### src/hw/rtl/assert_macros.svh
// assertion helpers for the top-level rtl
`ifndef ASSERT_MACROS_SVH
`define ASSERT_MACROS_SVH

// same-cycle implication, disabled during reset
`define SPGS_ASSERT_IMP(lbl, clk, rstn, ante, cons) \
    lbl: assert property (@(posedge clk) disable iff (!rstn) (ante) |-> (cons)) \
        else $error("same-cycle check failed");

// next-cycle implication, disabled during reset
`define SPGS_ASSERT_NXT(lbl, clk, rstn, ante, cons) \
    lbl: assert property (@(posedge clk) disable iff (!rstn) (ante) |=> (cons)) \
        else $error("next-cycle check failed");

`endif

### src/hw/rtl/spgs_pkg.sv
package spgs_pkg;

    // configuration as seen by the core, already clamped
    typedef struct packed {
        logic [10:0] width;
        logic [10:0] height;
    } cfg_t;

    // divider request and status
    typedef struct packed {
        logic [16:0] num;
        logic [12:0] den;
    } div_req_t;

    typedef struct packed {
        logic busy;
        logic done;
    } div_stat_t;

    // one result item
    typedef struct packed {
        logic [5:0] gray;
        logic [9:0] row;
        logic [9:0] col;
        logic       last;
    } res_t;

    typedef enum logic [3:0] {
        ST_IDLE,
        ST_PIX,
        ST_PK_TEST,
        ST_PK_RD,
        ST_PK_WR,
        ST_EM_TEST,
        ST_EM_RD,
        ST_DSTART,
        ST_DWAIT,
        ST_OUT
    } state_t;

    typedef struct packed {
        logic signed [2:0] dr;
        logic signed [2:0] dc;
    } off_t;

    localparam int          DIV_STEPS = 6;
    localparam logic [4:0]  PK_LAST   = 5'd8;
    localparam logic [4:0]  EM_LAST   = 5'd24;
    localparam logic [2:0]  WIN_LAST  = 3'd4;
    localparam logic [12:0] NORM_DEN  = 13'd273;

    localparam logic [5:0] GAUSS [5][5] = '{
        '{6'd1, 6'd4,  6'd7,  6'd4,  6'd1},
        '{6'd4, 6'd16, 6'd26, 6'd16, 6'd4},
        '{6'd7, 6'd26, 6'd41, 6'd26, 6'd7},
        '{6'd4, 6'd16, 6'd26, 6'd16, 6'd4},
        '{6'd1, 6'd4,  6'd7,  6'd4,  6'd1}
    };

    // center first, then the eight neighbors in raster order
    function automatic off_t off3(logic [4:0] idx);
        off_t o;
        case (idx)
            5'd0:    o = '{dr:  3'sd0, dc:  3'sd0};
            5'd1:    o = '{dr: -3'sd1, dc: -3'sd1};
            5'd2:    o = '{dr: -3'sd1, dc:  3'sd0};
            5'd3:    o = '{dr: -3'sd1, dc:  3'sd1};
            5'd4:    o = '{dr:  3'sd0, dc: -3'sd1};
            5'd5:    o = '{dr:  3'sd0, dc:  3'sd1};
            5'd6:    o = '{dr:  3'sd1, dc: -3'sd1};
            5'd7:    o = '{dr:  3'sd1, dc:  3'sd0};
            5'd8:    o = '{dr:  3'sd1, dc:  3'sd1};
            default: o = '{dr:  3'sd0, dc:  3'sd0};
        endcase
        return o;
    endfunction

    // saturation of a >= saturation of b, exact by cross products
    function automatic logic sat_ge(logic [15:0] a, logic [15:0] b);
        logic [7:0]  na, nb, da, db;
        logic [15:0] pa, pb;
        na = a[15:8] - a[7:0];
        nb = b[15:8] - b[7:0];
        da = (a[15:8] != 8'd0) ? a[15:8] : 8'd1;
        db = (b[15:8] != 8'd0) ? b[15:8] : 8'd1;
        pa = 16'(na) * 16'(db);
        pb = 16'(nb) * 16'(da);
        return pa >= pb;
    endfunction

endpackage

### src/hw/rtl/spgs_cfg.sv
module spgs_cfg #(
    parameter int MAX_WIDTH  = 1024,
    parameter int MAX_HEIGHT = 1024
) (
    input  logic           aclk,
    input  logic           aresetn,
    input  logic           psel,
    input  logic           penable,
    input  logic           pwrite,
    input  logic [2:0]     paddr,
    input  logic [31:0]    pwdata,
    output logic [31:0]    prdata,
    output logic           pready,
    output spgs_pkg::cfg_t cfg
);
    import spgs_pkg::*;

    localparam logic [10:0] W_RST = (MAX_WIDTH < 1024) ? 11'(MAX_WIDTH) : 11'd1024;
    localparam logic [10:0] H_RST = (MAX_HEIGHT < 1024) ? 11'(MAX_HEIGHT) : 11'd1024;

    logic [10:0] width_reg, width_next, height_reg, height_next;
    logic        wr_en;

    // zero acts as one, large values saturate
    function automatic logic [10:0] clamp_size(logic [10:0] v, int maxv);
        logic [10:0] s;
        s = (v == 11'd0) ? 11'd1 : v;
        if (int'(s) > maxv) s = 11'(maxv);
        return s;
    endfunction

    assign wr_en = psel && penable && pwrite;

    // register write decode
    always_comb begin
        width_next  = width_reg;
        height_next = height_reg;
        if (wr_en) begin
            if (paddr[2]) height_next = clamp_size(pwdata[10:0], MAX_HEIGHT);
            else          width_next  = clamp_size(pwdata[10:0], MAX_WIDTH);
        end
    end

    always_ff @(posedge aclk) begin
        if (!aresetn) begin
            width_reg  <= W_RST;
            height_reg <= H_RST;
        end else begin
            width_reg  <= width_next;
            height_reg <= height_next;
        end
    end

    // read back
    assign prdata     = paddr[2] ? {21'd0, height_reg} : {21'd0, width_reg};
    assign pready     = 1'b1;
    assign cfg.width  = width_reg;
    assign cfg.height = height_reg;

endmodule

### config.mk
export PLATFORM = sky130hd
export DESIGN_NAME = spgs_cfg
export DESIGN_NICKNAME = d
export VERILOG_FILES = /design/src/hw/rtl/assert_macros.svh /design/src/hw/rtl/spgs_pkg.sv /design/src/hw/rtl/spgs_cfg.sv
export SDC_FILE = /design/constraint.sdc
export NUM_CORES = 1
export LEC_CHECK = 0
export BUFFER_PORTS_ARGS = -buffer_cell sky130_fd_sc_hd__buf_2
export CAP_MARGIN = 20
export CORE_ASPECT_RATIO = 0.7
export CORE_MARGIN = 1
export CORE_UTILIZATION = 35
export CTS_BUF_LIST = sky130_fd_sc_hd__clkbuf_16
export DETAILED_ROUTE_END_ITERATION = 7
export MAX_ROUTING_LAYER = met4
export PLACE_DENSITY_LB_ADDON = 0.05
export SLEW_MARGIN = 5
export SYNTH_ARGS = -nofsm -noshare
export SYNTH_HDL_FRONTEND = slang
export SYNTH_SLANG_ARGS = --single-unit
### constraint.sdc
create_clock -name aclk -period 0.8 [get_ports aclk]
set_clock_uncertainty 0.1 [all_clocks]
set_input_delay 0.04 -clock aclk [delete_from_list [all_inputs] [get_ports aclk]]
set_output_delay 0.04 -clock aclk [all_outputs]
set_load 0.01 [all_outputs]
==> results.json <==
{
  "outcome": "complete, but fails checks",
  "violations": "negative setup slack",
  "fin_util_pct": 70.7,
  "crit_fanout": 2,
  "cp-endpoint": "prdata[4]",
  "fin_hold_ws_ns": 0.0654,
  "crit_type": "reg2out",
  "synth-compound-area-share_pct": 12.3,
  "clockBufferDepth": 2,
  "ys_ff_latch": 22,
  "p_leak_nw": 1.06,
  "clock_sinks": 22,
  "cts_made_buffers": 3,
  "path_clk_slew_ns": 0.06,
  "wl_mm": 3.65,
  "grt_pass1_wl_mm": 5.42,
  "gp_congestion": 0.826,
  "finalHoldViolCount": 0,
  "path_delay_family": "flip-flops",
  "crit_chain": "mux2_2 -> buf_6",
  "crit_path_end_kind": "output pin",
  "rr_worst_depth": 5,
  "fp-row-count": 17,
  "drc": 0,
  "netlist_area_um2": 1230,
  "coreArea_um2": 3250,
  "finalCritPeriodShare_pct": 139,
  "synth_common_cells": "40 x nand2_1, 25 x buf_4, 22 x dfxtp_1",
  "grt_overflow_total": 0,
  "power.density_nw_per_um2": 1130,
  "synth_edf_count": 0,
  "firstDrtPassIters": 2,
  "clk_latency_ns": 0.25,
  "holdBufCountCts": 0,
  "die_w_um": 72.9,
  "wl_per_cell_um": 12.7,
  "grt_start_max_net_pins": 13,
  "synthArstFlopShare_pct": 0,
  "port-buffer-count": 49,
  "hpwl_mm": 2.50,
  "dr.first_iter.drc_count": 27,
  "reg2reg_from": "width_reg[2]",
  "initial_core_util_pct": 37.8,
  "start_kind": "register",
  "max_stage_delay_ns": 0.31,
  "cts_root_buf": "clkbuf_16",
  "htree_levels": 1,
  "fin_crit_ns": 1.11,
  "ys_seq_area_share_pct": 35.8,
  "cp.arrival_ns": 0.97,
  "synth.distinct_cells": 20,
  "synthCells": 147,
  "yosys.area_share.adder_pct": 0,
  "ios": 95,
  "yosysMostFrequentCell": "nand2_1",
  "diodes": 0,
  "grt_use_total_pct": 20.2,
  "critPathLaunch": "height_reg[4]",
  "slew_violations": 0,
  "synthTopCellsByArea": "dfxtp_1 36%, buf_4 15%, nand2_1 12%, a21boi_1 11%, mux2_2 10%",
  "rsz0062_at_grt": "true",
  "multi_input_area_um2": 759,
  "cp_num_buf_inv": 1,
  "syn_avg_cell_area_um2": 8.37,
  "drive_gt1_share_pct": 65.8,
  "yosys.area.top_type": "dfxtp_1",
  "fp.dieH_um": 51.6,
  "synthMuxAreaShare_pct": 10.1,
  "vias": 1269,
  "synth_top_family_by_area": "simple AND/OR/NAND/NOR gates",
  "syn_to_final_growth_pct": 87.0,
  "setup_viol": 43,
  "cp.depth": 2,
  "cts_tree": "built",
  "crit_slowest_cell": "dfxtp_2",
  "viasPerCell": 4.42,
  "ys_warn_count": 0,
  "reg2reg_slack_ns": -0.15,
  "hp-class": "in2reg",
  "ant_nets": 0,
  "synth_xor_xnor_area_share_pct": 0,
  "max_freq_ghz": 0.900,
  "synthFlopType": "dfxtp_1",
  "synth-simple-area-share_pct": 23.6,
  "fin_nets": 281,
  "required_ns": 0.66,
  "antenna_found_initial": 0,
  "worst_slack_ns": -0.311,
  "dieArea_um2": 3760,
  "fill_cells": 267,
  "grt_pass1_vias": 1108,
  "peakVddDrop_v": 0.000954,
  "r2r-end": "width_reg[2]",
  "seqCellArea_um2": 468,
  "synth_top_area_share_pct": 35.8,
  "drv_cap": 0
}
[placed cells by master (no fill, tap or decap), drive strengths merged, types with 2 or more instances in the layout]
master and n:
buf 99, nand2 40, conb 22, dfxtp 22
a21boi 18, mux2 11, nor2b 9, nand3 4
clkbuf 3, nor4 2, o21ai 2
[how the worst min path moves through the flow]
stage / depth (start not counted) / startpoint / end / slack, ns
floorplan: 1 / aresetn / height_reg[2] / 0.09
global placement: 3 / aresetn / height_reg[10] / 0.32
detailed placement: 3 / aresetn / width_reg[10] / 0.32
CTS: 3 / aresetn / width_reg[10] / 0.06
global route: 3 / aresetn / width_reg[10] / 0.08
finish: 3 / aresetn / width_reg[10] / 0.07
[logic make-up (layout without fill, tap and decap cells)]
group	after synthesis	in the layout
AOI/OAI and AO/OA	21	21
buffers and inverters	30	103
DFF	22	22
muxes	11	11
other	2	22
and+or+nand+nor	61	61
[worst reg2reg max path: cells and delay by family, from the launching register on]
kind | cells | cell delay, ns
DFF | 1 | 0.31
and+or+nand+nor | 1 | 0.04
AOI/OAI and AO/OA | 1 | 0.05
buffers and inverters | 3 | 0.33
[layer usage]
layer	vias up	global-route usage (%)	wire length, um
li1	634	-	-
met4	0	3.92	17
met5	-	-	0
met2	46	32.9	1720
met1	587	26.1	1730
met3	2	4.65	175
[cell type report]
cell class | instances | share of cell area [%]
Multi-Input combinational cell | 115 | 33.0
Sequential cell | 22 | 20.3
Tap cell | 47 | 2.56
Clock inverter | 1 | 0.163
Timing Repair Buffer | 99 | 40.6
Clock buffer | 3 | 3.26
[where the power goes]
group | internal (mW) | total, mW | switching, mW
sequential | 1.11 | 1.12 | 0.00983
clock | 0.666 | 1.05 | 0.383
combinational | 0.217 | 0.433 | 0.216
total | 2.00 | 2.61 | 0.609
[stage by stage]
step / setup slack [ns] / instance area [um2] / cells / setup TNS [ns] / total power, mW
after floorplan: 0.0422 / 1310 / 167 / 0 / 1.40
after global placement: -0.246 / 1680 / 271 / -4.04 / 1.49
after detailed placement: -0.239 / 1680 / 271 / -4.41 / 1.49
after CTS: -0.305 / 2090 / 277 / -6.39 / 2.59
after global routing: -0.328 / 2300 / 287 / -8.15 / 2.71
final: -0.311 / 2300 / 287 / -7.11 / 2.61
[repair_timing]
action | in CTS | in global routing
pin swaps | 2 | 15
setup endpoints to repair | 35 | 52
setup buffers | 2 | 17
gates resized for setup | 77 | 47
cloned | 0 | 0
Note: power is estimated with default switching activity, not from simulation.
